### config.mk
export PLATFORM = sky130hd
export DESIGN_NAME = csb_fifo
export DESIGN_NICKNAME = d
export VERILOG_FILES = /design/src/sv/csb_pkg.sv /design/src/sv/csb_fifo.sv
export SDC_FILE = /design/constraint.sdc
export NUM_CORES = 1
export LEC_CHECK = 0
export ABC_AREA = 1
export ABC_CLOCK_PERIOD_IN_PS = 4800
export BUFFER_PORTS_ARGS = -buffer_cell sky130_fd_sc_hd__clkbuf_2
export CORE_MARGIN = 2
export CORE_UTILIZATION = 45
export DETAILED_ROUTE_END_ITERATION = 6
export GPL_TIMING_DRIVEN = 0
export HOLD_SLACK_MARGIN = 0.1
export PLACE_DENSITY_LB_ADDON = 0.08
export SYNTH_ARGS = -nofsm -noshare
export SYNTH_HDL_FRONTEND = slang
export SYNTH_SLANG_ARGS = --single-unit
export TNS_END_PERCENT = 1
### constraint.sdc
create_clock -name clk -period 4.8 [get_ports clk]
set_input_delay 0.24 -clock clk [delete_from_list [all_inputs] [get_ports clk]]
set_output_delay 0.24 -clock clk [all_outputs]
set_load 0.02 [all_outputs]
### src/sv/csb_pkg.sv
// Shared types, constants and helper functions for the centred sprite scaler.
// Used by every module of the block; depends on nothing.
`default_nettype none

package csb_pkg;

  // Default values for the top-level parameters.
  localparam int MAX_TEX_SIDE_DEF = 128;
  localparam int SCREEN_W_DEF     = 1280;
  localparam int SCREEN_H_DEF     = 720;

  // Fixed field widths.
  localparam int COORD_W    = 10;
  localparam int SCREEN_C_W = 11;
  localparam int COLOR_W    = 32;
  localparam int CFG_IDX_W  = 2;
  localparam int CFG_DATA_W = 8;
  localparam int TEX_REG_W  = 8;
  localparam int SCALE_W    = 4;

  // Texel index carried through the queue; wide enough for the largest side.
  localparam int TEX_IDX_W = 9;

  // Signed width of a centred screen coordinate before clipping.
  localparam int SX_W = 14;

  // Reciprocal multiply used to divide a box coordinate by the scale.
  localparam int RECIP_W     = 17;
  localparam int RECIP_SHIFT = 16;
  localparam int PROD_W      = COORD_W + RECIP_W;

  // Entries in the queue between front and back.
  localparam int QUEUE_DEPTH = 4;

  localparam logic [COLOR_W-1:0] COLOR_KEY = 32'hFF00_0000;

  typedef enum logic [CFG_IDX_W-1:0] {
    CFG_TEX_WIDTH  = 2'd0,
    CFG_TEX_HEIGHT = 2'd1,
    CFG_SCALE      = 2'd2
  } cfg_idx_t;

  typedef enum logic {
    CMD_LOAD   = 1'b0,
    CMD_SAMPLE = 1'b1
  } cmd_code_t;

  // What the back end does with one queued transaction.
  typedef enum logic [1:0] {
    OP_NONE,
    OP_LOAD,
    OP_SAMPLE
  } op_kind_t;

  typedef struct packed {
    logic                 command;
    logic [COORD_W-1:0]   coord_x;
    logic [COORD_W-1:0]   coord_y;
    logic [COLOR_W-1:0]   texel_value;
  } cmd_t;

  typedef struct packed {
    logic                  write_enable;
    logic [SCREEN_C_W-1:0] screen_x;
    logic [SCREEN_C_W-1:0] screen_y;
    logic [COLOR_W-1:0]    pixel_color;
  } pix_t;

  typedef struct packed {
    op_kind_t              kind;
    logic [TEX_IDX_W-1:0]  tx;
    logic [TEX_IDX_W-1:0]  ty;
    logic [SCREEN_C_W-1:0] sx;
    logic [SCREEN_C_W-1:0] sy;
    logic [COLOR_W-1:0]    data;
  } q_entry_t;

  typedef struct packed {
    logic     push;
    q_entry_t entry;
  } q_push_t;

  // ceil(2^16 / s): (n * recip(s)) >> 16 equals n / s exactly for n below 1024.
  function automatic logic [RECIP_W-1:0] recip(input logic [SCALE_W-1:0] s);
    logic [RECIP_W-1:0] r;
    case (s)
      4'd1:    r = 17'd65536;
      4'd2:    r = 17'd32768;
      4'd3:    r = 17'd21846;
      4'd4:    r = 17'd16384;
      4'd5:    r = 17'd13108;
      4'd6:    r = 17'd10923;
      4'd7:    r = 17'd9363;
      4'd8:    r = 17'd8192;
      4'd9:    r = 17'd7282;
      4'd10:   r = 17'd6554;
      4'd11:   r = 17'd5958;
      4'd12:   r = 17'd5462;
      4'd13:   r = 17'd5042;
      4'd14:   r = 17'd4682;
      4'd15:   r = 17'd4370;
      default: r = 17'd0;
    endcase
    return r;
  endfunction

endpackage

`default_nettype wire

### src/sv/csb_fifo.sv
// Short queue that decouples the front end from the texture back end.
// Holds csb_pkg::q_entry_t transactions; uses csb_pkg.
`default_nettype none

module csb_fifo (
  input  wire logic              clk,
  input  wire logic              rst,
  input  wire csb_pkg::q_push_t  q_push,
  output logic                   full,
  output logic                   empty,
  input  wire logic              pop,
  output csb_pkg::q_entry_t      head
);

  localparam int PTR_W = $clog2(csb_pkg::QUEUE_DEPTH);
  localparam int CNT_W = $clog2(csb_pkg::QUEUE_DEPTH + 1);

  csb_pkg::q_entry_t  slots [csb_pkg::QUEUE_DEPTH];
  logic [PTR_W-1:0]   wr_ptr;
  logic [PTR_W-1:0]   rd_ptr;
  logic [CNT_W-1:0]   count;
  logic               do_push;
  logic               do_pop;

  assign full    = (count == CNT_W'(csb_pkg::QUEUE_DEPTH));
  assign empty   = (count == '0);
  assign do_push = q_push.push && !full;
  assign do_pop  = pop && !empty;
  assign head    = slots[rd_ptr];

  always_ff @(posedge clk) begin
    if (rst) begin
      wr_ptr <= '0;
      rd_ptr <= '0;
      count  <= '0;
    end else begin
      if (do_push) begin
        wr_ptr <= wr_ptr + PTR_W'(1);
      end
      if (do_pop) begin
        rd_ptr <= rd_ptr + PTR_W'(1);
      end
      if (do_push && !do_pop) begin
        count <= count + CNT_W'(1);
      end else if (do_pop && !do_push) begin
        count <= count - CNT_W'(1);
      end
    end
  end

  always_ff @(posedge clk) begin
    if (do_push) begin
      slots[wr_ptr] <= q_push.entry;
    end
  end

  a_no_overflow: assert property (@(posedge clk) disable iff (rst)
    full |-> !q_push.push)
    else $error("push into a full queue");

  a_no_underflow: assert property (@(posedge clk) disable iff (rst)
    empty |-> !pop)
    else $error("pop from an empty queue");

endmodule

`default_nettype wire

# Word-level counts from Yosys, hierarchy flattened
# Memory sizes are Yosys's and may differ from the RTL's. A register that Yosys moved wholly into a read port is not among the register bits.
# Index checks and enable logic that the tools add are counted.
[word_totals]
reg_bits = 7
ram_bits = 296
n_memories = 1
out_inout_bits = 76
wordCells = 25
input_bits = 78
[memory_table]
columns = ["name", "depth", "word_bits", "read_ports", "rd_clocked_by_memory_dff", "wr", "line_no", "rtl"]
rows = [
  ["slots", 4, 74, 1, 1, 1, "csb_fifo.sv:18", "csb_pkg::q_entry_t slots [csb_pkg::QUEUE_DEPTH];"],
]
[classes]
muxes = 6
add_sub_neg = 4
n_eq_ne = 1
n_reduce_logical = 10
[op_table]
columns = ["op", "n"]
rows = [
  ["3-bit 2-to-1 mux", 2],
  ["2-bit by 1-bit adder with 2-bit output, second input constant", 2],
  ["1-bit logical AND", 4],
  ["1-bit zero test", 4],
  ["2-bit 2-to-1 mux", 2],
  ["3-bit by 1-bit adder with 3-bit output, second input constant", 1],
  ["3-bit equality test, second input constant", 1],
  ["3-bit zero test", 1],
  ["3-bit by 1-bit subtractor with 3-bit output, second input constant", 1],
  ["1-bit 2-to-1 mux", 2],
  ["2-bit nonzero test", 1],
]

# Depth between registers and ports, before layout
# Gate-level depths: netlist (run 1).
[logic_depth]
depth_word = 7
depth_mapped = 13
mapped_depth_nobuf = 13

# Worst setup path after synthesis (run 1)
# No wires, ideal clock.
[synth_path]
path_kind = "register to register"
from = "register count[0]"
to = "memory slots[0][0] (netlist name), enable pin"
setup_slack_ps = 545
t_required_ps = 4293
period_less_slack_ps = 4255
setup_ps = 507
arrival_time_ps = 3748
n_path_buf = 0
path_stages_with_launch = 5
cell_sequence = "dfxtp_1 -> nor2_1 -> nand2_1 -> nand2_1 -> nor2_1"
[synth_between]
elab_chain_len = 5
[synth_rtl]
columns = ["element", "line_no", "rtl"]
rows = [
  ["start: declaration", "csb_fifo.sv:21", "logic [CNT_W-1:0] count;"],
  ["start signal: assignment", "csb_fifo.sv:44", "count <= count + CNT_W'(1);"],
  ["start signal: assignment", "csb_fifo.sv:46", "count <= count - CNT_W'(1);"],
  ["3-bit equality test", "csb_fifo.sv:25", "assign full = (count == CNT_W'(csb_pkg::QUEUE_DEPTH));"],
  ["1-bit zero test", "csb_fifo.sv:27", "assign do_push = q_push.push && !full;"],
  ["1-bit logical AND", "csb_fifo.sv:27", ""],
  ["1-bit 2-to-1 mux", "csb_fifo.sv:52", "if (do_push) begin"],
  ["1-bit 2-to-1 mux (implied by the code)", "csb_fifo.sv:53", "slots[wr_ptr] <= q_push.entry;"],
  ["end: declaration", "csb_fifo.sv:18", ""],
]
# No other way between the ends.

# Worst setup path in the final report (run 1)
[layout_path]
from = "register count[0]"
to = "memory slots[0][27] (netlist name), enable pin"
# The elaborated chain is that of the path after synthesis.

==> results of run 1 <==
[synth_stat cells (all sizes together)]
library cell and count:
edfxtp 296, xor2 1, inv 18, nor2 162
dfxtp 9, clkbuf 22, o21ai 149, fa 1
nand3 4, o22ai 74, ha 5, buf 26
nand3b 1, nand2 15, a21oi 3
[registers in the layout, indices dropped and copies added (netlist names), named ones only]
signal  count
rd_ptr      2
slots     296
wr_ptr      2
count       3
[logic make-up after synthesis]
kind of cell             synth area share
AND/OR/NAND/NOR                    0.0604
buffers and inverters              0.0328
XOR/XNOR                         0.000765
flip-flops                          0.792
AO/OA/AOI/OAI                       0.107
adder cells (fa/ha/maj)           0.00721
[path summary, 6_finish.rpt]
path	slack (ps)	endpoint	start
hold reg to reg	520	rd_ptr[1]	rd_ptr[1]
setup / recovery	2250	slots[0][27]	count[0]
hold / removal	450	slots[0][17]	q_push[17]
setup reg to reg	2250	slots[0][27]	count[0]
[layout make-up]
cell class,count,area share
well taps,330,0.0282
clock buffers,43,0.0567
flip-flops and latches,305,0.619
clock inverters,12,0.00581
repair buffers,243,0.126
multi-input cells,415,0.139
inverters,18,0.00478
plain buffers,48,0.0208
[per-stage QoR]
step	hold WS (ps)	instances	area (sq um)	worst slack [ps]
6_report	454	1414	14600	2250
5_1_grt	444	1414	14600	2070
4_1_cts	432	1414	14600	2180
3_5_place_dp	459	1281	13000	2200
3_3_place_gp	460	1269	12600	-2280
2_1_floorplan	309	786	11500	545
[layer usage]
| layer | up-vias | global-route usage |
|---|---|---|
| li1 | 3500 | - |
| met1 | 3454 | 0.265 |
| met2 | 173 | 0.318 |
| met3 | 46 | 0.0335 |
| met4 | 0 | 0.0586 |
| met5 | - | 0 |
[power by group through the flow]
stage / logic [mW] / clock network, mW / registers [mW]
3_3_place_gp: 2.09 / 0 / 3.42
3_5_place_dp: 2.19 / 0 / 3.36
2_1_floorplan: 1.32 / 0 / 3.37
4_1_cts: 2.25 / 2.23 / 3.30
5_1_grt: 2.42 / 2.33 / 3.32
6_report: 2.22 / 2.17 / 3.30
[repair_timing]
item | 4_1_cts | 5_1_grt
gates resized for setup | 0 | 0
endpoints found under the setup margin | 0 | 0
hold buffers | 78 | 0
hold endpoints to repair | 305 | 0
==> flow_summary.rst, run 1 <==
.. list-table::
   :header-rows: 1

   * - Metric
     - Value
   * - Run status
     - finished clean
   * - Number of fill cells in the layout
     - 2064
   * - CP Data Arrival Time
     - 2790 ps
   * - Antenna diode count
     - 0
   * - Highest net fanout along the worst path
     - 22
   * - Pin count of the biggest net entering global routing
     - 29
   * - Routed wire length on met2
     - 12.2 mm
   * - Die Span Y
     - 164 um
   * - Count of mapped cells out of synthesis
     - 786
   * - Number of core rows
     - 58
   * - Number of distinct standard cells referenced by the synthesized netlist
     - 20
   * - Routed vias
     - 7173
   * - Met3 routed WL
     - between 1 and 1.5 mm
   * - Number of nets at the end of the flow
     - 1146
   * - CTS tree
     - done
   * - Syn Area/Cell
     - 14.6 sq um
   * - Highest layer used for signal routing
     - met4
   * - Initial core utilization
     - 0.456
   * - Total length of routed wires
     - 25.9 mm
   * - Detailed Place HPWL
     - 15.8 mm
   * - Nets in the synthesized netlist
     - 870
   * - Port buffer count
     - 153
   * - Cell type with the largest total area after synthesis
     - edfxtp_1
   * - Number of buffers on the longest clock path
     - 3
   * - Clock network power share
     - 0.282
   * - Clock tree skew after final layout
     - 7.71 ps
   * - Hold path depth
     - 2
   * - GRT overflow
     - 0
   * - Sinks on Clock Net
     - about 300
   * - Total setup violations reported at the end of the flow
     - 0
   * - CTS Root Buffer Type
     - clkbuf_16
   * - Number of buffers created by CTS
     - 31
   * - Part of the Yosys area used for sequential elements
     - 0.792
   * - CP top delay family
     - simple AND/OR/NAND/NOR gates
   * - H-tree depth
     - 1
   * - Area of the placeable core
     - 25100 sq um
   * - RSZ-0062 raised after global routing
     - false
   * - Actual slew at the worst max-slew pin
     - 882 ps
   * - Number of synthesis warnings
     - 0
   * - Power, Total
     - 7.70 mW
   * - Worst slew margin relative to its limit
     - 0.411
   * - Die boundary width
     - about 160 um
   * - Class of the tightest hold or removal check
     - primary input to register
   * - Area of the multi-input gates
     - 2040 sq um
   * - Most frequent cells in the layout
     - edfxtp_1 (296), nor2_1 (158), clkbuf_2 (155), o21ai_0 (95), dlygate4sd3_1 (78)
   * - Worst Path Required
     - 5040 ps
   * - Number of maximum-capacitance violations
     - 0
   * - Total I/O pin count
     - about 150
   * - Latest clock arrival within the worst-skew pair
     - 550 ps
   * - Worst path bufs/invs
     - 3
   * - Internal Dissipation
     - between 5 and 6 mW
   * - Remaining DRCs
     - 0
   * - Routed length per instance
     - 18.3 um
   * - Pins over their slew limit
     - 0
   * - Antenna Nets Post-Route
     - 0
   * - P&R area growth vs syn
     - 27.9%
   * - Cell chain of the critical path
     - nor2_1 > nand2_1 > nand2_1 > nor2_4 > buf_16 > buf_12 > buf_16
   * - Buffers inserted by post-CTS timing repair
     - 0
   * - Layout cell share with drive strength beyond 1
     - 0.220
   * - Crit-path max cell delay
     - around 730 ps
   * - Total Neg Setup Slack
     - 0 ps
   * - Reg clk slew, reported paths
     - 60 ps
   * - Antenna violations before repair
     - 0
   * - Number of storage elements in the synthesis netlist
     - 305
   * - Largest vdd supply drop
     - 371 uV
   * - Net switching power
     - roughly 2.5 mW
   * - Switching power share of the total
     - 0.323
   * - Maximum frequency from static timing analysis
     - roughly 0.39 GHz
   * - Class of the most critical setup path
     - register to register
   * - Number of design-rule violations left by the first detailed-router iteration
     - 474
   * - R2r worst-path depth
     - 7
   * - Wire length the detailed router placed on met1
     - 11.6 mm
   * - Combinational power share
     - 0.289
   * - Combined flip-flop and latch cell area
     - 9070 sq um
   * - Synth Cell Area
     - about 11000 sq um
   * - Worst-path cell with the longest stage delay
     - nor2_4
   * - Number of detailed-routing iterations run before antenna repair
     - 4
   * - Number of vias per cell
     - 5.07
   * - Most frequent standard cell in the layout excluding fill and tap cells
     - edfxtp_1
   * - Power density over the cells
     - 525 nW/um^2
   * - Post-layout utilization of the core
     - 0.583
   * - Area contributors post-synth
     - edfxtp_1 (78%), nor2_1 (5.3%), o21ai_0 (4.2%)
   * - Proportion of netlist area held by the largest area contributor
     - 0.776
   * - Critical path endpoint category
     - register
   * - Area of the die
     - roughly 27000 sq um
   * - Number of global-route vias before repair
     - 7095
   * - All-layer global routing usage
     - 0.193
   * - Share of the clock period used by the worst path after layout
     - 0.531
   * - Leakage dissipation
     - 5.28 nW
   * - Post-layout min period
     - 2550 ps
   * - Number of hold-slack violations in the final timing report
     - 0
   * - Startpoint kind of the worst setup timing path
     - register
   * - Global-route wire length before repair
     - 38.9 mm
   * - Sequential fraction of design power
     - 0.429
   * - Depth of the critical timing path with buffers and inverters included
     - 7
   * - RD Place Congestion
     - between 0.7 and 0.8
(Power assumes the default switching activity.)
==> run 2: changes to the inputs <==
ABC_CLOCK_PERIOD_IN_PS = 2300   (was 4800)
clock period = 2.3 ns   (was 4.8 ns; I/O delays follow)
==> run 2 against run 1 <==
  * Sequential share of layout area fell by 0.45 points
  * Combinational power increased by 110%
  * Count of clock-buffer cells in the layout is 8 higher
  * Sequential cell count did not move
  * First-iteration DRC count increased by 5.5%
  * Sequential power is 110% higher
  * Worst setup slack got worse by 2100 ps
  * Non-clock buffer count decreased by 1
  * Clock power grew 130%
  * Utilization up 0.44 points
  * Cell area is 0.75% higher
  * Hold slack worse by 77 ps
==> flow_summary.rst, run 2 (synthesized netlist as in run 1, its figures left out) <==
.. list-table::
   :header-rows: 1

   * - Metric
     - Value
   * - Most frequent cells in the layout
     - edfxtp_1 (296), clkbuf_2 (169), nor2_1 (158), o21ai_0 (95), dlygate4sd3_1 (78) (was edfxtp_1 (296), nor2_1 (158), clkbuf_2 (155), o21ai_0 (95), dlygate4sd3_1 (78))
   * - Largest vdd supply drop
     - 653 uV (was 371 uV)
   * - Layout cell share with drive strength beyond 1
     - 0.236 (was 0.220)
   * - # placed instances
     - 1280 (was 1281)
   * - P&R area growth vs syn
     - 28.9% (was 27.9%)
   * - Number of maximum-capacitance violations
     - 0 (unchanged)
   * - CTS Root Buffer Type
     - clkbuf_16 (unchanged)
   * - Total Neg Setup Slack
     - 0 ps (unchanged)
   * - Total setup violations reported at the end of the flow
     - 0 (unchanged)
   * - H-tree depth
     - 2 (was 1)
   * - Fin cells
     - 1420 (was 1414)
   * - Number of fill cells in the layout
     - 2083 (was 2064)
   * - Startpoint kind of the worst setup timing path
     - register (unchanged)
   * - Run status
     - finished clean (unchanged)
   * - RD Place Congestion
     - 0.704 (was 0.720)
   * - Registers with the most flip-flops
     - slots (296), count (3) (unchanged)
   * - Number of buffers created by CTS
     - 34 (was 31)
   * - RSZ-0062 raised after global routing
     - false (unchanged)
   * - Share of the clock period used by the worst path after layout
     - 0.946
   * - Die Span Y
     - 164 um (unchanged)
   * - Number of hold-slack violations in the final timing report
     - 0 (unchanged)
   * - Critical path endpoint category
     - primary output (was register)
   * - Number of nets at the end of the flow
     - 1148 (was 1146)
   * - Number of flip-flops in the largest register
     - 296 (unchanged)
   * - Latest clock arrival within the worst-skew pair
     - 490 ps (was 550 ps)
   * - Clock tree skew after final layout
     - 12.0 ps (was 7.71 ps)
   * - Number of buffers on the longest clock path
     - 3 (unchanged)
   * - Total I/O pin count
     - 154 (unchanged)
   * - Post-layout utilization of the core
     - 0.588 (was 0.583)
   * - Reg clk slew, reported paths
     - 60 ps (about the same)
   * - Buffers inserted by post-CTS timing repair
     - 0 (unchanged)
   * - Antenna diode count
     - 0 (unchanged)
   * - Pins over their slew limit
     - 0 (unchanged)
   * - Worst setup margin
     - 125 ps (was 2250 ps)
   * - Leakage dissipation
     - 5.37 nW (was 5.28 nW)
   * - Class of the most critical setup path
     - register to primary output (was register to register)
   * - Remaining DRCs
     - 0 (unchanged)
   * - Class of the tightest hold or removal check
     - primary input to register (unchanged)
   * - Most frequent standard cell in the layout excluding fill and tap cells
     - edfxtp_1 (unchanged)
   * - Worst slew margin relative to its limit
     - 0.408 (was 0.411)
   * - Number of global-route vias before repair
     - 7241 (was 7095)
   * - Pin count of the biggest net entering global routing
     - 28 (was 29)
   * - Die boundary width
     - 164 um (unchanged)
   * - Power density over the cells
     - 1120 nW/um^2 (was 525 nW/um^2)
   * - Maximum frequency from static timing analysis
     - 0.460 GHz
   * - Area of the placeable core
     - 25100 sq um (unchanged)
   * - Routed length per instance
     - 18.4 um (was 18.3 um)
   * - Post-layout min period
     - 2180 ps
   * - Actual slew at the worst max-slew pin
     - 885 ps (was 882 ps)
   * - Sinks on Clock Net
     - 305 (unchanged)
   * - Antenna Nets Post-Route
     - 0 (unchanged)
   * - Antenna violations before repair
     - 0 (unchanged)
   * - Total length of routed wires
     - 26.1 mm (was 25.9 mm)
   * - Register containing the most flip-flops in the final layout
     - slots (unchanged)
   * - Highest net fanout along the worst path
     - 10 (was 22)
   * - Port buffer count
     - 153 (unchanged)
   * - Power, Total
     - 16.5 mW (was 7.70 mW)
   * - GRT overflow
     - 0 (unchanged)
   * - Worst Path Required
     - 2180 ps (was 5040 ps)
   * - Area of the die
     - 26700 sq um (unchanged)
   * - Routed vias
     - 7253 (was 7173)
   * - CTS tree
     - done (unchanged)
   * - Number of design-rule violations left by the first detailed-router iteration
     - 500 (was 474)
   * - Number of core rows
     - 58 (unchanged)
   * - Worst-case setup slack after placement
     - -14.1 ps (was 2200 ps)
   * - Initial core utilization
     - 0.456 (unchanged)
   * - All-layer global routing usage
     - 0.196 (was 0.193)
   * - Global-route wire length before repair
     - 39.6 mm (was 38.9 mm)
   * - Number of detailed-routing iterations run before antenna repair
     - 5 (was 4)
   * - CP Data Arrival Time
     - 2060 ps (was 2790 ps)
   * - Detailed Place HPWL
     - 15.9 mm (was 15.8 mm)
   * - Number of vias per cell
     - 5.11 (was 5.07)
==> run 2: cell types whose count changed in the layout (fill, tap and decap cells not counted), moves of 2 or more <==
cell	previous run	this run
clkbuf_2	155	169
clkinv_1	4	6
buf_16	7	3
clkbuf_1	31	18
buf_12	5	8
clkbuf_16	31	37
==> run 2: path summary, 6_finish.rpt <==
kind / endpoint / slack (ps) / startpoint / cells past startpoint
max reg2reg: slots[0][33] / 150 / count[1] / 7
max: head[1] / 120 / register / 6
min reg2reg: register / 510 / rd_ptr[1] / 2
min: slots[3][12] / 380 / q_push[12] / 2
==> run 2: what timing repair did <==
| item | CTS | global route |
|---|---|---|
| endpoints found under the setup margin | 39 | 17 |
| resized for setup | 15 | 5 |
| hold buffers | 78 | 0 |
| hold endpoints to repair | 305 | 0 |
| gates cloned | 0 | 0 |
==> run 2: per-layer routing <==
metal	track usage	wire [um]	up-vias
li1	-	-	3506
met2	0.322	12600	209
met3	0.0361	1430	48
met1	0.268	11500	3490
met5	0	0	-
met4	0.0570	585	0
==> run 2: report_power, final <==
group	internal (mW)	leakage [nW]	switching [mW]	total, mW
sequential	6.75	2.79	0.150	6.90
combinational	1.51	2.07	3.11	4.62
clock	3.00	0.510	1.99	4.99
total	11.3	5.37	5.26	16.5
==> run 2: layout make-up <==
type                       instances  area, sq um  share of cell area
timing repair buffer             242         1790               0.121
multi-input combinational        415         2040               0.138
buffer                            48          329              0.0223
clock buffer                      51          998              0.0676
sequential                       305         9070               0.615
inverter                          18         70.1             0.00475
clock inverter                    11         50.0             0.00339
tap                              330          413              0.0280
==> run 2: worst max-delay path: stages, from the launching register on <==
cell,delay (ps)
dfxtp_1,320
inv_1,60
buf_2,270
clkbuf_2,290
o21ai_0,120
o22ai_1,260
clkbuf_2,230
==> run 2: stage by stage <==
step	cell area, sq um	hold WS (ps)
floorplan	11500	184
global placement	12600	335
detailed placement	12900	335
CTS	14700	348
global route	14800	378
finish	14800	377
==> run 3: changes to the inputs <==
SETUP_SLACK_MARGIN = 0.3   (was not set)
==> run 3 against run 2 <==
  * Clock skew grew 3.3 ps
  * Register-to-register slack gained 230 ps
  * Total power grew 2.2%
  * Cell area grew 1.6%
  * Highest routed layer unchanged
==> flow_summary.rst, run 3 (synthesized netlist as in run 1, its figures left out) <==
.. list-table::
   :header-rows: 1

   * - Metric
     - Value
   * - Wire length the detailed router placed on met1
     - 11.7 mm (was 11.5 mm)
   * - Net switching power
     - 5.33 mW (was 5.26 mW)
   * - Number of core rows
     - 58 (unchanged)
   * - Most frequent standard cell in the layout excluding fill and tap cells
     - edfxtp_1 (unchanged)
   * - Sinks on Clock Net
     - 305 (unchanged)
   * - Number of global-route vias before repair
     - 7408 (was 7241)
   * - Register containing the most flip-flops in the final layout
     - slots (unchanged)
   * - H-tree depth
     - 2 (unchanged)
   * - Class of the tightest hold or removal check
     - primary input to register (unchanged)
   * - Internal Dissipation
     - 11.6 mW (was 11.3 mW)
   * - Power, Total
     - 16.9 mW (was 16.5 mW)
   * - Leakage dissipation
     - 5.46 nW (was 5.37 nW)
   * - Antenna diode count
     - 0 (unchanged)
   * - Worst Path Required
     - 2180 ps (about the same)
   * - Area of the placeable core
     - 25100 sq um (unchanged)
   * - CTS Root Buffer Type
     - clkbuf_16 (unchanged)
   * - RD Place Congestion
     - 0.696 (was 0.704)
   * - CP Data Arrival Time
     - 1910 ps (was 2060 ps)
   * - Number of hold-slack violations in the final timing report
     - 0 (unchanged)
   * - Pin count of the biggest net entering global routing
     - 28 (unchanged)
   * - Share of the clock period used by the worst path after layout
     - 0.879 (was 0.946)
   * - Number of detailed-routing iterations run before antenna repair
     - 5 (unchanged)
   * - Reg clk slew, reported paths
     - 60 ps (about the same)
   * - Total setup violations reported at the end of the flow
     - 0 (unchanged)
   * - Number of vias per cell
     - 5.21 (was 5.11)
   * - Worst slew margin relative to its limit
     - 0.376 (was 0.408)
   * - Antenna violations before repair
     - 0 (unchanged)
   * - Sequential fraction of design power
     - 0.409 (was 0.418)
   * - Area after DPL
     - 12900 sq um (about the same)
   * - Layout cell share with drive strength beyond 1
     - 0.254 (was 0.236)
   * - Number of maximum-capacitance violations
     - 0 (unchanged)
   * - P&R area growth vs syn
     - 30.9% (was 28.9%)
   * - GRT overflow
     - 0 (unchanged)
   * - Remaining DRCs
     - 0 (unchanged)
   * - Global-route wire length before repair
     - 40.3 mm (was 39.6 mm)
   * - Pins over their slew limit
     - 0 (unchanged)
   * - Largest vdd supply drop
     - 610 uV (was 653 uV)
   * - Clock network power share
     - 0.303 (was 0.302)
   * - Initial core utilization
     - 0.456 (unchanged)
   * - Die boundary width
     - 164 um (unchanged)
   * - Port buffer count
     - 153 (unchanged)
   * - Total length of routed wires
     - 26.7 mm (was 26.1 mm)
   * - Met3 routed WL
     - 1.49 mm (was 1.43 mm)
   * - Run status
     - finished clean (unchanged)
   * - Hold slack final
     - 383 ps (was 377 ps)
   * - Area of the die
     - 26700 sq um (unchanged)
   * - Total I/O pin count
     - 154 (unchanged)
   * - All-layer global routing usage
     - 0.200 (was 0.196)
   * - Routed vias
     - 7395 (was 7253)
   * - RSZ-0062 raised after global routing
     - true (was false)
   * - Worst setup margin
     - 279 ps (was 125 ps)
   * - Maximum frequency from static timing analysis
     - 0.495 GHz (was 0.460 GHz)
   * - Number of buffers on the longest clock path
     - 3 (unchanged)
   * - Clock tree skew after final layout
     - 15.2 ps (was 12.0 ps)
   * - Power density over the cells
     - 1130 nW/um^2 (was 1120 nW/um^2)
   * - Antenna Nets Post-Route
     - 0 (unchanged)
   * - Fin cells
     - 1419 (was 1420)
   * - Most frequent cells in the layout
     - edfxtp_1 (296), nor2_1 (157), clkbuf_2 (149), o21ai_0 (92), dlygate4sd3_1 (77) (was edfxtp_1 (296), clkbuf_2 (169), nor2_1 (158), o21ai_0 (95), dlygate4sd3_1 (78))
   * - Post-layout min period
     - 2020 ps (was 2180 ps)
   * - Summed area of non-filler cells in the final layout
     - 15000 sq um (was 14800 sq um)
   * - Number of nets at the end of the flow
     - 1151 (was 1148)
   * - Latest clock arrival within the worst-skew pair
     - 500 ps (was 490 ps)
   * - Number of design-rule violations left by the first detailed-router iteration
     - 550 (was 500)
   * - Switching power share of the total
     - 0.316 (was 0.318)
   * - Class of the most critical setup path
     - register to primary output (unchanged)
   * - Registers with the most flip-flops
     - slots (296), count (3) (unchanged)
   * - # placed instances
     - 1280 (unchanged)
   * - Detailed Place HPWL
     - 16.1 mm (was 15.9 mm)
   * - CTS tree
     - done (unchanged)
   * - Startpoint kind of the worst setup timing path
     - register (unchanged)
   * - Die Span Y
     - 164 um (unchanged)
   * - Highest layer used for signal routing
     - met4 (unchanged)
   * - Worst-case setup slack after placement
     - 256 ps (was -14.1 ps)
   * - Number of buffers created by CTS
     - 34 (unchanged)
   * - Total Neg Setup Slack
     - 0 ps (unchanged)
   * - Critical path endpoint category
     - primary output (unchanged)
   * - Number of flip-flops in the largest register
     - 296 (unchanged)
   * - Routed wire length on met2
     - 13.0 mm (was 12.6 mm)
   * - Combinational power share
     - 0.288 (was 0.280)
   * - Actual slew at the worst max-slew pin
     - 935 ps (was 885 ps)
   * - Post-layout utilization of the core
     - 0.597 (was 0.588)
   * - Highest net fanout along the worst path
     - 10 (unchanged)
   * - Routed length per instance
     - 18.8 um (was 18.4 um)
run 3: layout make-up:
type / instances / area, sq um
Sequential cell: 305 / 9070
Clock inverter: 12 / 133
Inverter: 18 / 70.1
Timing Repair Buffer: 244 / 1880
Clock buffer: 46 / 917
Fill cell: 2032 / 10100
Multi-Input combinational cell: 416 / 2120
Buffer: 48 / 388
Tap cell: 330 / 413
run 3: final timing paths:
| check | endpoint | slack [ps] | depth (start not counted) | startpoint |
|---|---|---|---|---|
| min | slots[3][60] | 380 | 2 | q_push[60] |
| max | head[43] | 280 | 7 | register |
| max reg2reg | slots[3][20] | 380 | 6 | count[0] |
| min reg2reg | rd_ptr[0] | 520 | 2 | rd_ptr[0] |
run 3: critical path: stages (launching register included):
cell and delay (ps):
dfxtp_2 350, buf_6 160, inv_4 80, buf_6 160
buf_6 170, nor2_1 60, o22ai_1 210, clkbuf_4 220
run 3: metal layers:
metal	up-vias	global-route usage
met5	-	0
met3	44	0.0371
met2	194	0.337
met1	3643	0.269
met4	0	0.0558
li1	3514	-
run 3: power groups by stage:
stage,Clock [mW],Combinational [mW],Sequential (mW)
6_report,5.12,4.86,6.90
5_1_grt,5.43,5.31,6.95
4_1_cts,5.23,4.90,6.90
3_5_place_dp,0,4.55,7.01
3_3_place_gp,0,4.40,7.05
2_1_floorplan,0,2.79,7.00
run 3: repair_timing:
action,CTS,global route
endpoints found under the setup margin,146,172
cloned,0,1
setup buffers,3,0
pin swaps,3,1
hold buffers,77,0
endpoints found under the hold margin,305,0
resized for setup,60,14
