$ cat src/sv/csb_pkg.sv
// Shared types, constants and helper functions for the centred sprite scaler.
// Used by every module of the block; depends on nothing.
`default_nettype none

package csb_pkg;

  // Default values for the top-level parameters.
  localparam int MAX_TEX_SIDE_DEF = 128;
  localparam int SCREEN_W_DEF     = 1280;
  localparam int SCREEN_H_DEF     = 720;

  // Fixed field widths.
  localparam int COORD_W    = 10;
  localparam int SCREEN_C_W = 11;
  localparam int COLOR_W    = 32;
  localparam int CFG_IDX_W  = 2;
  localparam int CFG_DATA_W = 8;
  localparam int TEX_REG_W  = 8;
  localparam int SCALE_W    = 4;

  // Texel index carried through the queue; wide enough for the largest side.
  localparam int TEX_IDX_W = 9;

  // Signed width of a centred screen coordinate before clipping.
  localparam int SX_W = 14;

  // Reciprocal multiply used to divide a box coordinate by the scale.
  localparam int RECIP_W     = 17;
  localparam int RECIP_SHIFT = 16;
  localparam int PROD_W      = COORD_W + RECIP_W;

  // Entries in the queue between front and back.
  localparam int QUEUE_DEPTH = 4;

  localparam logic [COLOR_W-1:0] COLOR_KEY = 32'hFF00_0000;

  typedef enum logic [CFG_IDX_W-1:0] {
    CFG_TEX_WIDTH  = 2'd0,
    CFG_TEX_HEIGHT = 2'd1,
    CFG_SCALE      = 2'd2
  } cfg_idx_t;

  typedef enum logic {
    CMD_LOAD   = 1'b0,
    CMD_SAMPLE = 1'b1
  } cmd_code_t;

  // What the back end does with one queued transaction.
  typedef enum logic [1:0] {
    OP_NONE,
    OP_LOAD,
    OP_SAMPLE
  } op_kind_t;

  typedef struct packed {
    logic                 command;
    logic [COORD_W-1:0]   coord_x;
    logic [COORD_W-1:0]   coord_y;
    logic [COLOR_W-1:0]   texel_value;
  } cmd_t;

  typedef struct packed {
    logic                  write_enable;
    logic [SCREEN_C_W-1:0] screen_x;
    logic [SCREEN_C_W-1:0] screen_y;
    logic [COLOR_W-1:0]    pixel_color;
  } pix_t;

  typedef struct packed {
    op_kind_t              kind;
    logic [TEX_IDX_W-1:0]  tx;
    logic [TEX_IDX_W-1:0]  ty;
    logic [SCREEN_C_W-1:0] sx;
    logic [SCREEN_C_W-1:0] sy;
    logic [COLOR_W-1:0]    data;
  } q_entry_t;

  typedef struct packed {
    logic     push;
    q_entry_t entry;
  } q_push_t;

  // ceil(2^16 / s): (n * recip(s)) >> 16 equals n / s exactly for n below 1024.
  function automatic logic [RECIP_W-1:0] recip(input logic [SCALE_W-1:0] s);
    logic [RECIP_W-1:0] r;
    case (s)
      4'd1:    r = 17'd65536;
      4'd2:    r = 17'd32768;
      4'd3:    r = 17'd21846;
      4'd4:    r = 17'd16384;
      4'd5:    r = 17'd13108;
      4'd6:    r = 17'd10923;
      4'd7:    r = 17'd9363;
      4'd8:    r = 17'd8192;
      4'd9:    r = 17'd7282;
      4'd10:   r = 17'd6554;
      4'd11:   r = 17'd5958;
      4'd12:   r = 17'd5462;
      4'd13:   r = 17'd5042;
      4'd14:   r = 17'd4682;
      4'd15:   r = 17'd4370;
      default: r = 17'd0;
    endcase
    return r;
  endfunction

endpackage

`default_nettype wire

$ cat src/sv/csb_front.sv
// Front end: accepts command transactions, checks range, box and screen clipping,
// and forms texel indices by reciprocal multiply. Uses csb_pkg.
`default_nettype none

module csb_front #(
  parameter int MAX_TEX_SIDE = csb_pkg::MAX_TEX_SIDE_DEF,
  parameter int SCREEN_W     = csb_pkg::SCREEN_W_DEF,
  parameter int SCREEN_H     = csb_pkg::SCREEN_H_DEF
) (
  input  wire logic                              clk,
  input  wire logic                              rst,
  input  wire logic                              cmd_valid,
  output logic                                   cmd_stall,
  input  wire csb_pkg::cmd_t                     cmd,
  input  wire logic [csb_pkg::TEX_REG_W-1:0]     tex_width,
  input  wire logic [csb_pkg::TEX_REG_W-1:0]     tex_height,
  input  wire logic [csb_pkg::SCALE_W-1:0]       scale,
  input  wire logic                              q_full,
  output csb_pkg::q_push_t                       q_push
);

  localparam int TW_W = $clog2(MAX_TEX_SIDE + 1);
  localparam int BW_W = TW_W + csb_pkg::SCALE_W;
  localparam int CW   = (BW_W > csb_pkg::COORD_W) ? BW_W : csb_pkg::COORD_W;
  localparam int SX_W = csb_pkg::SX_W;

  logic [TW_W-1:0]                  tw;
  logic [TW_W-1:0]                  th;
  logic [BW_W-1:0]                  bw;
  logic [BW_W-1:0]                  bh;
  logic [csb_pkg::RECIP_W-1:0]      rcp;
  logic [SX_W-1:0]                  sxw;
  logic [SX_W-1:0]                  syw;
  logic                             in_box;
  logic                             on_screen;
  logic                             load_ok;
  csb_pkg::op_kind_t                kind_in;
  logic                             accept;
  logic                             push;

  // Stage register behind the multipliers.
  logic                             f1_valid;
  csb_pkg::op_kind_t                f1_kind;
  logic [csb_pkg::TEX_IDX_W-1:0]    f1_cx;
  logic [csb_pkg::TEX_IDX_W-1:0]    f1_cy;
  logic [csb_pkg::PROD_W-1:0]       f1_prod_x;
  logic [csb_pkg::PROD_W-1:0]       f1_prod_y;
  logic [csb_pkg::SCREEN_C_W-1:0]   f1_sx;
  logic [csb_pkg::SCREEN_C_W-1:0]   f1_sy;
  logic [csb_pkg::COLOR_W-1:0]      f1_data;

  always_comb begin
    tw = ({2'b00, tex_width} > 10'(MAX_TEX_SIDE)) ? TW_W'(MAX_TEX_SIDE) : TW_W'(tex_width);
    th = ({2'b00, tex_height} > 10'(MAX_TEX_SIDE)) ? TW_W'(MAX_TEX_SIDE) : TW_W'(tex_height);
    bw = BW_W'(tw) * BW_W'(scale);
    bh = BW_W'(th) * BW_W'(scale);
    rcp = csb_pkg::recip(scale);

    // An empty box also fails these compares.
    in_box = (CW'(cmd.coord_x) < CW'(bw)) && (CW'(cmd.coord_y) < CW'(bh));

    sxw = SX_W'(cmd.coord_x) + SX_W'(SCREEN_W / 2) - SX_W'(bw >> 1);
    syw = SX_W'(cmd.coord_y) + SX_W'(SCREEN_H / 2) - SX_W'(bh >> 1);
    on_screen = !sxw[SX_W-1] && (sxw < SX_W'(SCREEN_W)) &&
                !syw[SX_W-1] && (syw < SX_W'(SCREEN_H));

    load_ok = ({1'b0, cmd.coord_x} < 11'(MAX_TEX_SIDE)) &&
              ({1'b0, cmd.coord_y} < 11'(MAX_TEX_SIDE));

    if (cmd.command == csb_pkg::CMD_LOAD) begin
      kind_in = load_ok ? csb_pkg::OP_LOAD : csb_pkg::OP_NONE;
    end else begin
      kind_in = (in_box && on_screen) ? csb_pkg::OP_SAMPLE : csb_pkg::OP_NONE;
    end
  end

  assign push      = f1_valid && !q_full;
  assign cmd_stall = f1_valid && q_full;
  assign accept    = cmd_valid && !cmd_stall;

  always_ff @(posedge clk) begin
    if (rst) begin
      f1_valid <= 1'b0;
    end else if (accept) begin
      f1_valid <= 1'b1;
    end else if (push) begin
      f1_valid <= 1'b0;
    end
  end

  always_ff @(posedge clk) begin
    if (accept) begin
      f1_kind   <= kind_in;
      f1_cx     <= csb_pkg::TEX_IDX_W'(cmd.coord_x);
      f1_cy     <= csb_pkg::TEX_IDX_W'(cmd.coord_y);
      f1_prod_x <= csb_pkg::PROD_W'(cmd.coord_x) * csb_pkg::PROD_W'(rcp);
      f1_prod_y <= csb_pkg::PROD_W'(cmd.coord_y) * csb_pkg::PROD_W'(rcp);
      f1_sx     <= sxw[csb_pkg::SCREEN_C_W-1:0];
      f1_sy     <= syw[csb_pkg::SCREEN_C_W-1:0];
      f1_data   <= cmd.texel_value;
    end
  end

  always_comb begin
    q_push.push       = push;
    q_push.entry.kind = f1_kind;
    q_push.entry.sx   = f1_sx;
    q_push.entry.sy   = f1_sy;
    q_push.entry.data = f1_data;
    if (f1_kind == csb_pkg::OP_LOAD) begin
      q_push.entry.tx = f1_cx;
      q_push.entry.ty = f1_cy;
    end else begin
      q_push.entry.tx = f1_prod_x[csb_pkg::RECIP_SHIFT +: csb_pkg::TEX_IDX_W];
      q_push.entry.ty = f1_prod_y[csb_pkg::RECIP_SHIFT +: csb_pkg::TEX_IDX_W];
    end
  end

  // The input is held off only while a finished transaction waits on the queue.
  a_stall_cause: assert property (@(posedge clk) disable iff (rst)
    cmd_stall |-> (f1_valid && q_full))
    else $error("front stalled without a waiting transaction");

  // A held transaction keeps its classification until it is pushed.
  a_hold_kind: assert property (@(posedge clk) disable iff (rst)
    (f1_valid && q_full) |=> (f1_valid && f1_kind == $past(f1_kind)))
    else $error("front transaction changed while blocked");

endmodule

`default_nettype wire

$ cat config.mk
export PLATFORM = sky130hd
export DESIGN_NAME = csb_front
export DESIGN_NICKNAME = d
export VERILOG_FILES = /design/src/sv/csb_pkg.sv /design/src/sv/csb_front.sv
export SDC_FILE = /design/constraint.sdc
export NUM_CORES = 1
export LEC_CHECK = 0
export ABC_AREA = 1
export BUFFER_PORTS_ARGS = -buffer_cell sky130_fd_sc_hd__buf_2
export CORE_MARGIN = 1
export CORE_UTILIZATION = 50
export DETAILED_ROUTE_END_ITERATION = 16
export PLACE_DENSITY = 0.7
export SYNTH_ARGS = -nofsm -noshare
export SYNTH_HDL_FRONTEND = slang
export SYNTH_SLANG_ARGS = --single-unit
$ cat constraint.sdc
create_clock -name clk -period 20.7 [get_ports clk]
set_clock_uncertainty 0.15 [all_clocks]
set_input_delay 4.14 -clock clk [delete_from_list [all_inputs] [get_ports clk]]
set_output_delay 4.14 -clock clk [all_outputs]
set_load 0.005 [all_outputs]
Word level (Yosys, flattened, before mapping)
Memories as Yosys holds them, arrays and structs flattened.
Index checks and enable logic that the tools add are counted.
{"block": "classes", "n_lt_le_gt_ge": 8, "mul": 4, "muxes": 8, "shift": 0, "eq_ne": 1, "n_addsub": 4, "div_mod_pow": 0, "n_bitwise": 0, "n_reduce_logical": 14}
{"operator": "$mul 10x17->25", "count": 2}
{"operator": "$lt 10x12->1", "count": 2}
{"operator": "$mul 8x4->12", "count": 2}
{"operator": "$sub 11x11->12", "count": 2}
{"operator": "$lt 10x8->1 const B", "count": 2}
{"operator": "$mux 18", "count": 1}
{"operator": "$gt 8x8->1 const B", "count": 2}
{"operator": "$mux 8", "count": 2}
{"operator": "$lt 14x10->1 const B", "count": 1}
{"operator": "$lt 14x11->1 const B", "count": 1}
{"operator": "$add 10x10->11 const B", "count": 1}
{"operator": "$add 10x9->11 const B", "count": 1}
{"operator": "$logic_and 1x1->1", "count": 9}
{"operator": "$logic_not 1->1", "count": 4}
{"operator": "$mux 2", "count": 2}
{"operator": "$mux 1", "count": 3}
{"operator": "$eq 2x1->1 const B", "count": 1}
{"operator": "$reduce_bool 2->1", "count": 1}
{"block": "totals", "input_bits": 77, "memories": 1, "latch_bits": 0, "out_inout_bits": 76, "mem_bits_rw": 0, "romBits": 272, "regBits": 125}
{"name": "(name not given)", "depth": 16, "word_bits": 17, "read_ports": 1, "rd_clocked_by_memory_dff": 0, "write_ports": 0, "line_no": "csb_pkg.sv:86", "rtl": "case (s)"}

Logic depth before layout (Yosys ltp)
Gate-level depths: netlist of the first run.
{"block": "depth", "depth_word": 11, "ltp_mapped": 36, "depth_no_buf": 36}

Worst setup path before layout of the first run
Ideal clock, no wire load.
{"block": "synth_path", "kind": "input to register", "start": "input scale[1] (netlist bit)", "end": "register f1_prod_x[20] (netlist bit), data pin", "arrival_ns": 9.400, "slack_ns": 10.892, "cell_stages": 27, "path_buffers": 2, "path_cell_list": "inv_1 buf_1 ha_1 nand2_1 nand2_1 inv_1 nand2_1 nand2_1 inv_1 clkbuf_1 nand2_1 fa_1 inv_1 fa_1 inv_1 fa_1 inv_1 fa_1 fa_1 ha_1 nand2_1 inv_1 a21oi_1 o21ai_0 a211oi_1 nand2_1 xor2_1"}
{"block": "synth_between", "elab_chain_cells": 2}
{"element": "start: declaration", "line_no": "csb_front.sv:17", "rtl": "input wire logic [csb_pkg::SCALE_W-1:0] scale,"}
{"element": "$mem_v2 16x17"}
{"element": "$mul 10x17->25", "line_no": "csb_front.sv:96", "rtl": "f1_prod_x <= csb_pkg::PROD_W'(cmd.coord_x) * csb_pkg::PROD_W'(rcp);"}
{"element": "end signal: assignment", "line_no": "csb_front.sv:96"}
{"element": "end: declaration", "line_no": "csb_front.sv:46", "rtl": "logic [csb_pkg::PROD_W-1:0] f1_prod_x;"}
No other way between the ends.
A chain may end at the register's enable or synchronous reset.

Final worst setup path of the first run
{"block": "layout_path", "start": "input scale[1] (netlist bit)", "end": "register f1_prod_x[23] (netlist bit), data pin"}
The elaborated chain is that of the path after synthesis.

==> results of run 1 <==
[flip-flops by register name, indices dropped and copies added (netlist names)]
name and count:
f1_data 32, f1_sx 11, f1_sy 11, f1_cx 9, f1_cy 9, f1_prod_x 9, f1_prod_y 9, f1_kind 2
f1_valid 1
[stage by stage]
step                      cells  hold slack (ns)  util, %  cell area (sq um)  power [uW]
after floorplan            2141            0.298        -              17300        1320
after detailed placement   2690            0.344     54.6              18400        1660
after global routing       2706            0.383     55.5              18700        2070
after global placement     2690            0.307     54.6              18400        1650
after CTS                  2706            0.354     55.5              18700        1850
final                      2707            0.344     55.5              18700        1840
[kinds of logic (layout without fill, tap and decap cells)]
logic type | after synthesis | count (layout) | share of synthesized area (%)
xor+xnor | 45 | 45 | 2.28
compound gates | 160 | 160 | 5.29
buf+inv | 502 | 619 | 11.1
other cells | 0 | 1 | 0
simple gates | 873 | 873 | 20.3
fa+ha+maj | 450 | 450 | 43.7
flops | 93 | 93 | 16.1
mux | 18 | 18 | 1.17
[per-layer routing]
layer	up-vias	track usage, %	wire [um]	share of wire, %
li1	6806	-	-	-
met1	7043	34.5	18800	42
met2	511	44.4	21400	48
met3	86	3.89	3120	7.0
met4	0	10.7	1510	3.4
met5	-	0	0	0
[power by group through the flow]
stage               sequential [uW]  combinational, uW  clock, uW
floorplan                       290               1030          0
global placement                289               1360          0
detailed placement              290               1370          0
CTS                             286               1380        184
global route                    289               1600        189
finish                          285               1380        179
[final timing paths]
path / end / depth (start not counted) / slack, ns / start
max: f1_prod_x[23]$_DFFE_PP_ / 24 / 10.21 / scale[1]
min reg2reg: f1_valid$_SDFFE_PP0P_ / 2 / 0.34 / f1_valid$_SDFFE_PP0P_
min: f1_valid$_SDFFE_PP0P_ / 2 / 0.34 / f1_valid$_SDFFE_PP0P_
max reg2reg: f1_sy[0]$_DFFE_PP_ / 4 / 18.68 / f1_valid$_SDFFE_PP0P_
[placed cells by master, fill, tap and decap left out, types with 39 or more instances in the layout]
cell type,n
nand2_1,488
inv_1,442
fa_1,258
nor2_1,253
ha_1,192
buf_2,152
edfxtp_1,92
a21oi_1,76
nand3_1,74
o21ai_0,39
[worst register-to-register path, stage by stage (launching register included)]
cell	delay [ns]
dfxtp_1	0.31
nand2_1	0.08
inv_1	0.08
nor2_4	0.07
buf_4	0.88
[layout make-up]
| class | count | share of cell area, % |
|---|---|---|
| inverters | 445 | 8.94 |
| clock buffers | 9 | 1.20 |
| flip-flops and latches | 93 | 14.8 |
| well taps | 448 | 2.99 |
| diodes | 1 | 0.0133 |
| multi-input cells | 1546 | 67.2 |
| repair buffers | 158 | 4.30 |
| clock inverters | 7 | 0.467 |
==> metrics, run 1 <==
status=complete, no violations; Critical-path top delay cell=nor2_1; Top FF cell, synth=edfxtp_1; Remaining DRCs=0; synth-to-layout area growth=8.33%; number of synthesis warnings=0; Final Hold Vio Count=0; largest fanout on the critical path=16; ANT nets after route=0; worst rel slew slack=18.6%; Die ar.=35,400 sq um; Setup WS post-layout=10.21 ns; Setup violations, final=0; core area=about 34,000 sq um; Top cell by count, worst path=inv_1; family with the most delay on the worst path=adder cells; Seq/Total Area, Yosys=16.1%; IO Count=153; PD cells=98.3 nW/um^2; combinational share of power=74.8%; critical path buffer and inverter count=6; htree depth=3; layout cells sized above 1=under 10%; clock root buffer master=clkbuf_16; cell count after synthesis=2,141; Mean Syn Cell Area=8.08 sq um; syn nets=2,668; Worst Max-Slew Pin Slew=between 1 and 1.5 ns; Net Sw Frac=51.7%; Max VDD drop=0.0652 mV; total gr overflow=0; Clock Power Share=9.7%; initial antenna violation count=2; Pleak=0.00993 uW; most frequent cells after synthesis=nand2_1, inv_1, fa_1, nor2_1, ha_1; fmax=between 0.09 and 0.1 GHz; Clk Latency, worst-skew pair=0.36 ns; Flop pwr share=15.5%; initial DRC count=854; count of hold-fix buffers inserted at cts=0; maximum root-to-sink buffer count=2; Worst setup EP type=register; Starting Density=between 50% and 60%; clock-pin slew on the worst setup and hold paths=~0.08 ns; post-CTS sizing=0; max-slew violations=0; number of max-cap violations=0; worst slack at placement=~9.9 ns; Async SR Flop Fraction=0%; Final TNS setup=0 ns; FP Rows=67; min-delay worst type=register to register; top cell type's share of synthesized area=between 20% and 30%; fill count=3,087; CTS tree=built; Area contributors post-synth=fa_1, edfxtp_1, ha_1; RD Place Congestion=0.928; routed wire length=44.8 mm; DRT Pass-1 Iters=5; total CTS buffers=9; WP data required=20.67 ns; RSZ-0062 raised after global routing=no; WL per Instance=about 17 um; vias=14,400; Multi-input gate area=roughly 13,000 sq um; Post-CTS Setup Inserts=0; Via density=5.34; Chip Height=188 um; Yosys top cell by area=fa_1; vias in the first global route=14,900; Max stage delay on crit path=0.90 ns; Final nets=roughly 2,800; Startpoint Class=primary input; Crit Path Class=primary input to register; DP HPWL=36.3 mm; worst path arrival time=10.46 ns; Die X=188 um; global-route wire length before repair=74.1 mm; CTS Sinks=93; Cell Area, Synth=17,300 sq um; sw power=952 uW; number of synthesized flops with an enable pin=92; FF+latch count, synth=just over 90; Period minus WS final=10.49 ns; GRT Total Usage=26.5%; Buffers on Ports=~150; largest net degree at the start of global routing=93; crit path cell chain=buf_2 -> inv_1 -> ha_1 -> nand2_1 -> nand2_1 -> inv_1 -> nor2_1 -> inv_1 -> nor2_1 -> fa_1 -> inv_1 -> fa_1 -> fa_1 -> inv_1 -> fa_1 -> ha_1 -> ha_1 -> a21oi_1 -> o21ai_0 -> a21oi_1 -> o21ai_0 -> a31oi_1 -> nand2_1 -> xor2_1; Netlist cell types=44; final period utilization=50.7%; register area=2780 sq um; most common cell in the netlist=nand2_1; P_int=about 890 uW
No activity file was read; power rests on OpenSTA's default activity.
==> run 2: changes to the inputs <==
--- a/config.mk
+++ b/config.mk
@@ -10,7 +10,7 @@
 export CORE_MARGIN = 1
 export CORE_UTILIZATION = 50
 export DETAILED_ROUTE_END_ITERATION = 16
-export PLACE_DENSITY = 0.7
+export PLACE_DENSITY = 0.72
 export SYNTH_ARGS = -nofsm -noshare
 export SYNTH_HDL_FRONTEND = slang
 export SYNTH_SLANG_ARGS = --single-unit
==> constraint.sdc (replaced) <==
create_clock -name clk -period 9.2 [get_ports clk]
set_clock_uncertainty 0.15 [all_clocks]
set_input_delay 1.84 -clock clk [delete_from_list [all_inputs] [get_ports clk]]
set_output_delay 1.84 -clock clk [all_outputs]
set_load 0.005 [all_outputs]
==> run 2 against run 1 <==
Die area unchanged; power increased by 120%; worst hold slack got worse by 0.018 ns; final cell count increased by 0.26%; non-clock buffer count increased by 8; sequential share of layout area about the same; core utilization about the same; sequential cell count unchanged; via count increased by 0.79%; clock power increased by 96%; sequential power increased by 130%; combinational power increased by 130%.
==> metrics, run 2 (synthesis gave the netlist of run 1 again) <==
status=complete, no violations; Max stage delay on crit path=0.53 ns (-0.37 ns); worst-case reg-to-reg path depth=4 (unchanged); Period minus WS final=about 8.2 ns; Chip Height=188 um (unchanged); htree depth=3 (unchanged); Starting Density=51.2% (unchanged); Buffers on Ports=152 (unchanged); clock root buffer master=clkbuf_16; total CTS buffers=9 (unchanged); Max VDD drop=0.140 mV (+120%); Largest regs=f1_data x32, f1_sx x11, f1_sy x11; core area=33,800 sq um (unchanged); Top reg by flops=f1_data; family with the most delay on the worst path=adder cells; Post-CTS Setup Inserts=0 (unchanged); Clk Latency, worst-skew pair=0.35 ns (about the same); most common cell after layout, fill and taps aside=nand2_1; largest net degree at the start of global routing=93 (unchanged); Startpoint Class=primary input; worst rel slew slack=23.1% (+4.5 points); Post-Layout Inst Area=18,800 sq um (about the same); RD Place Congestion=0.924 (-0.47%); total gr overflow=0 (unchanged); Setup violations, final=0 (unchanged); vias=14,600 (+0.79%); IO Count=153 (unchanged); Setup crit start=scale[0]; R2R Setup Slk=7.22 ns (-11.46 ns); CTS tree=built; GRT Total Usage=26.6% (+0.083 points); worst path arrival time=8.14 ns (-2.32 ns); maximum root-to-sink buffer count=2 (unchanged); ANT nets after route=0 (unchanged); layout cells sized above 1=9.58% (+0.23 points); initial DRC count=878 (+2.8%); number of max-cap violations=0 (unchanged); max-slew violations=0 (unchanged); DRT Pass-1 Iters=6 (+1); Fin Hold WS=0.327 ns (-0.0178 ns); Via density=5.36 (+0.53%); Worst Max-Slew Pin Slew=1.15 ns (-0.0633 ns); largest fanout on the critical path=14 (-2); min-delay worst type=register to register; Placed Cells incl. Taps=2,698 (+0.30%); max reg flops=32 (unchanged); vias in the first global route=15,100 (+1.6%); Placed Area=18,500 sq um (+0.33%); Final nets=2,788 (+0.29%); initial antenna violation count=0 (-2); worst-case hold path end point=f1_valid$_SDFFE_PP0P_; Hold Startpoint=f1_valid$_SDFFE_PP0P_; count of hold-fix buffers inserted at cts=0 (unchanged); post-CTS sizing=0 (unchanged); Die X=188 um (unchanged); most frequent cells in the layout=nand2_1, inv_1, fa_1; n_diodes=0 (-1); WP data required=9.17 ns (-11.50 ns); Final TNS setup=0 ns (unchanged); Worst setup EP type=register; Critical-path top delay cell=fa_1; fmax=0.122 GHz; Die ar.=35,400 sq um (unchanged); DP HPWL=36.2 mm (-0.31%); FP Rows=67 (unchanged); critical path buffer and inverter count=6 (unchanged); WL per Instance=16.5 um (-0.13%); global-route wire length before repair=74.7 mm (+0.87%); RR Startpoint=f1_valid$_SDFFE_PP0P_; Total Power=4120 uW (+120%); Remaining DRCs=0 (unchanged); Crit Path Class=primary input to register; routed wire length=44.9 mm (+0.12%); RR Endpoint=f1_prod_x[19]$_DFFE_PP_; Non-Filler Instances=2,714 (+0.26%); synth-to-layout area growth=8.40% (about the same); Final Hold Vio Count=0 (unchanged); CTS Sinks=93 (unchanged); PD cells=220 nW/um^2 (+120%); RSZ-0062 raised after global routing=no; Pleak=0.00995 uW (+0.15%); final period utilization=88.7%; clock-pin slew on the worst setup and hold paths=0.07 ns (about the same); Hold Path Depth=2 (unchanged)
[run 2: cell count changes in the layout (fill, tap and decap cells not counted), moves of 2 or more]
cell      previous run  this run
inv_6                3         1
buf_4                6        14
clkinv_2             0         2
inv_8                2         0
clkinv_1             1         3
[run 2: worst min-delay path, delay by kind of cell, from the launching register on]
family | cells | cell delay (ns)
flip-flops | 1 | 0.31
AO/OA/AOI/OAI | 1 | 0.06
AND/OR/NAND/NOR | 1 | 0.07
[run 2: layer usage]
metal / global-route usage, % / share of wire [%]
met1: 34.5 / 42
met4: 9.97 / 3.0
met3: 4.25 / 7.1
met2: 44.7 / 48
met5: 0 / 0
[run 2: how the worst max path moves through the flow]
| stage | depth (start not counted) | end |
|---|---|---|
| after floorplan | 27 | f1_prod_x[20]$_DFFE_PP_ |
| after detailed placement | 25 | f1_prod_y[21]$_DFFE_PP_ |
| after CTS | 25 | f1_prod_y[21]$_DFFE_PP_ |
| final | 25 | f1_prod_y[21]$_DFFE_PP_ |
| after global routing | 24 | f1_prod_y[21]$_DFFE_PP_ |
| after global placement | 25 | f1_prod_x[22]$_DFFE_PP_ |
[run 2: report_power, final]
part	switching, uW	total (uW)	internal, uW
clock	168	350	181
combinational	1960	3120	1170
sequential	23.2	645	621
[run 2: layout make-up]
class | instances | area, sq um
flip-flops and latches | 93 | 2780
clock inverters | 7 | 42.5
inverters | 445 | 1680
repair buffers | 166 | 866
clock buffers | 9 | 225
multi-input cells | 1546 | 12600
well taps | 448 | 561
fillers | 3176 | 15000
[run 2: stage by stage]
step           setup WS, ns  util (%)
2_1_floorplan          1.69         -
4_1_cts                1.14      55.5
3_5_place_dp          0.774      54.7
3_3_place_gp          0.866      54.7
6_report               1.04      55.5
5_1_grt               0.637      55.5
==> run 3: changes to the inputs <==
--- a/config.mk
+++ b/config.mk
@@ -5,12 +5,12 @@
 export SDC_FILE = /design/constraint.sdc
 export NUM_CORES = 1
 export LEC_CHECK = 0
-export ABC_AREA = 1
 export BUFFER_PORTS_ARGS = -buffer_cell sky130_fd_sc_hd__buf_2
 export CORE_MARGIN = 1
 export CORE_UTILIZATION = 50
+export CTS_BUF_LIST = sky130_fd_sc_hd__clkbuf_8
 export DETAILED_ROUTE_END_ITERATION = 16
-export PLACE_DENSITY = 0.72
+export PLACE_DENSITY = 0.73
 export SYNTH_ARGS = -nofsm -noshare
 export SYNTH_HDL_FRONTEND = slang
 export SYNTH_SLANG_ARGS = --single-unit
==> run 3 against run 2 <==
Final cell count fell by 19%; largest power group unchanged; largest cell class unchanged; synthesized area fell by 6.6%; worst setup slack got worse by 0.041 ns; combinational power fell by 32%.
==> metrics, run 3 <==
layout cells sized above 1=12.8% (+3.2 points); Worst Max-Slew Pin Slew=1.06 ns (-0.0918 ns); vias in the first global route=12,600 (-17%); top cell type's share of synthesized area=32.0% (+2.1 points); fill count=2,841 (-11%); Max VDD drop=0.123 mV (-12%); Flop pwr share=20.6% (+4.9 points); number of synthesized flops with an enable pin=92 (unchanged); combinational share of power=69.5% (-6.4 points); DRT Pass-1 Iters=7 (+1); IO Count=153 (unchanged); ANT nets after route=0 (unchanged); status=complete, no violations; final period utilization=89.2% (+0.44 points); P_int=1650 uW (-16%); CTS Sinks=93 (unchanged); syn nets=2,214 (-17%); FF+latch count, synth=93 (unchanged); Top reg by flops=f1_data; Die ar.=33,100 sq um (-6.5%); Area contributors post-synth=fa_1, edfxtp_1, ha_1; Startpoint Class=primary input; Setup violations, final=0 (unchanged); sw power=1400 uW (-35%); Buffers on Ports=152 (unchanged); Pleak=0.00873 uW (-12%); Setup crit start=scale[1]; largest net degree at the start of global routing=57 (-39%); Final Hold Vio Count=0 (unchanged); Period minus WS final=8.20 ns (+0.0407 ns); total CTS buffers=9 (unchanged); clock-pin slew on the worst setup and hold paths=0.11 ns (+0.04 ns); Seq/Total Area, Yosys=17.2% (+1.1 points); most frequent cells in the layout=inv_1, fa_1, nand2_1; initial antenna violation count=1 (+1); worst path arrival time=8.22 ns (+0.08 ns); RD Place Congestion=0.880 (-4.8%); global-route wire length before repair=61.1 mm (-18%); Post-CTS Setup Inserts=0 (unchanged); min-delay worst type=register to register; Netlist cell types=67 (+52%); Final Util=55.2% (-0.28 points); Mean Syn Cell Area=9.58 sq um (+19%); count of hold-fix buffers inserted at cts=0 (unchanged); CTS tree=built; core area=31,700 sq um (-6.1%); Crit Path Class=primary input to register; htree depth=3 (unchanged); maximum root-to-sink buffer count=2 (unchanged); DP HPWL=28.6 mm (-21%); WP data required=9.22 ns (+0.05 ns); Net Sw Frac=46.0% (-6.2 points); Remaining DRCs=0 (unchanged); GRT Total Usage=23.3% (-3.3 points); cell count after synthesis=1,687 (-21%); synth-to-layout area growth=8.41% (about the same); Die X=182 um (-3.3%); fmax=0.122 GHz (-0.50%); Worst setup EP type=register; most common cell after layout, fill and taps aside=inv_1; Async SR Flop Fraction=0% (unchanged); FP Rows=65 (-3.0%); Via density=5.45 (+1.6%); Yosys top cell by area=fa_1; Hold Startpoint=f1_valid$_SDFFE_PP0P_; RR Startpoint=f1_valid$_SDFFE_PP0P_; max reg flops=32 (unchanged); total gr overflow=0 (unchanged); most common cell in the netlist=inv_1; worst rel slew slack=29.2% (+6.1 points); Top FF cell, synth=edfxtp_1; max-slew violations=0 (unchanged); number of max-cap violations=0 (unchanged); routed wire length=36.7 mm (-18%); clock root buffer master=clkbuf_8; RSZ-0062 raised after global routing=no; vias=12,000 (-17%); Final nets=2,325 (-17%); Largest regs=f1_data x32, f1_sx x11, f1_sy x11; PD cells=174 nW/um^2 (-21%); number of synthesis warnings=0 (unchanged); Starting Density=51.0% (-0.26 points); Cell Area, Synth=16,200 sq um (-6.6%); Clk Latency, worst-skew pair=0.40 ns (+0.05 ns); most frequent cells after synthesis=inv_1, fa_1, nand2_1, ha_1, and2_1; WL per Instance=16.7 um (+0.82%); initial DRC count=591 (-33%); Chip Height=182 um (-3.3%); largest fanout on the critical path=10 (-4); Clock Power Share=9.9% (+1.4 points); post-CTS sizing=0 (unchanged); Final TNS setup=0 ns (unchanged); n_diodes=0 (unchanged)
[run 3: changes by cell type after synthesis, moves of 23 or more]
cell / before / now
nand2_1: 488 / 241
clkbuf_1: 40 / 63
a21oi_1: 76 / 46
inv_1: 442 / 302
and2_1: 0 / 156
nand3_1: 74 / 13
nor2_1: 254 / 50
[run 3: cells by family after synthesis]
logic type / synth area share (%)
AND/OR/NAND/NOR: 16.4
adder cells (fa/ha/maj): 46.9
buffers and inverters: 8.81
AO/OA/AOI/OAI: 6.38
flip-flops: 17.2
XOR/XNOR: 2.98
multiplexers: 1.32
[run 3: critical path, stage by stage]
cell      delay [ns]
buf_2           0.23
ha_1            0.29
nor2_1          0.12
a21oi_1         0.17
nor2_1          0.05
a21oi_1         0.77
buf_4           0.32
nand2_1         0.09
fa_1            0.43
fa_1            0.43
fa_1            0.51
inv_1           0.05
fa_1            0.49
fa_1            0.42
ha_1            0.33
a211oi_1        0.26
o22ai_1         0.13
nor3_1          0.22
o21bai_1        0.20
o311ai_0        0.39
nand2b_1        0.15
a21oi_1         0.22
xnor2_1         0.09
[run 3: final cells by class]
| type | instances | area (sq um) | share of cell area [%] |
|---|---|---|---|
| clock inverters | 7 | 83.8 | 0.478 |
| flip-flops and latches | 93 | 2780 | 15.9 |
| well taps | 402 | 503 | 2.87 |
| clock buffers | 9 | 124 | 0.707 |
| repair buffers | 172 | 911 | 5.20 |
| multi-input cells | 1220 | 12000 | 68.4 |
| inverters | 302 | 1130 | 6.47 |
[run 3: routing by layer]
metal / part of all wire (%) / GRT usage (%) / wire length, um
met2: 51 / 42.0 / 18900
met1: 41 / 28.8 / 15100
met5: 0 / 0 / 0
met3: 5.7 / 3.49 / 2090
met4: 1.7 / 6.81 / 621
[run 3: final timing paths]
kind | to | slack (ns) | cells after the start
setup / recovery | f1_prod_y[21]$_DFFE_PP_ | 1.0 | 23
hold / removal | f1_valid$_SDFFE_PP0P_ | 0.55 | 3
setup reg to reg | f1_prod_x[18]$_DFFE_PP_ | 6.95 | 4
hold reg to reg | f1_valid$_SDFFE_PP0P_ | 0.55 | 3
[run 3: power by group through the flow]
stage / combinational (uW) / sequential (uW) / clock, uW
2_1_floorplan: 1590 / 643 / 0
3_3_place_gp: 2040 / 636 / 0
3_5_place_dp: 2120 / 639 / 0
4_1_cts: 2140 / 629 / 311
5_1_grt: 2430 / 636 / 328
6_report: 2120 / 627 / 302
[run 3: through the flow]
stage	cells	worst slack (ns)	power, uW	hold slack [ns]	area, sq um
floorplan	1687	1.59	2230	0.441	16200
global placement	2189	0.743	2670	0.484	17300
detailed placement	2189	0.685	2750	0.549	17300
CTS	2205	1.13	3080	0.564	17500
global route	2205	0.713	3400	0.583	17500
finish	2205	0.995	3050	0.551	17500
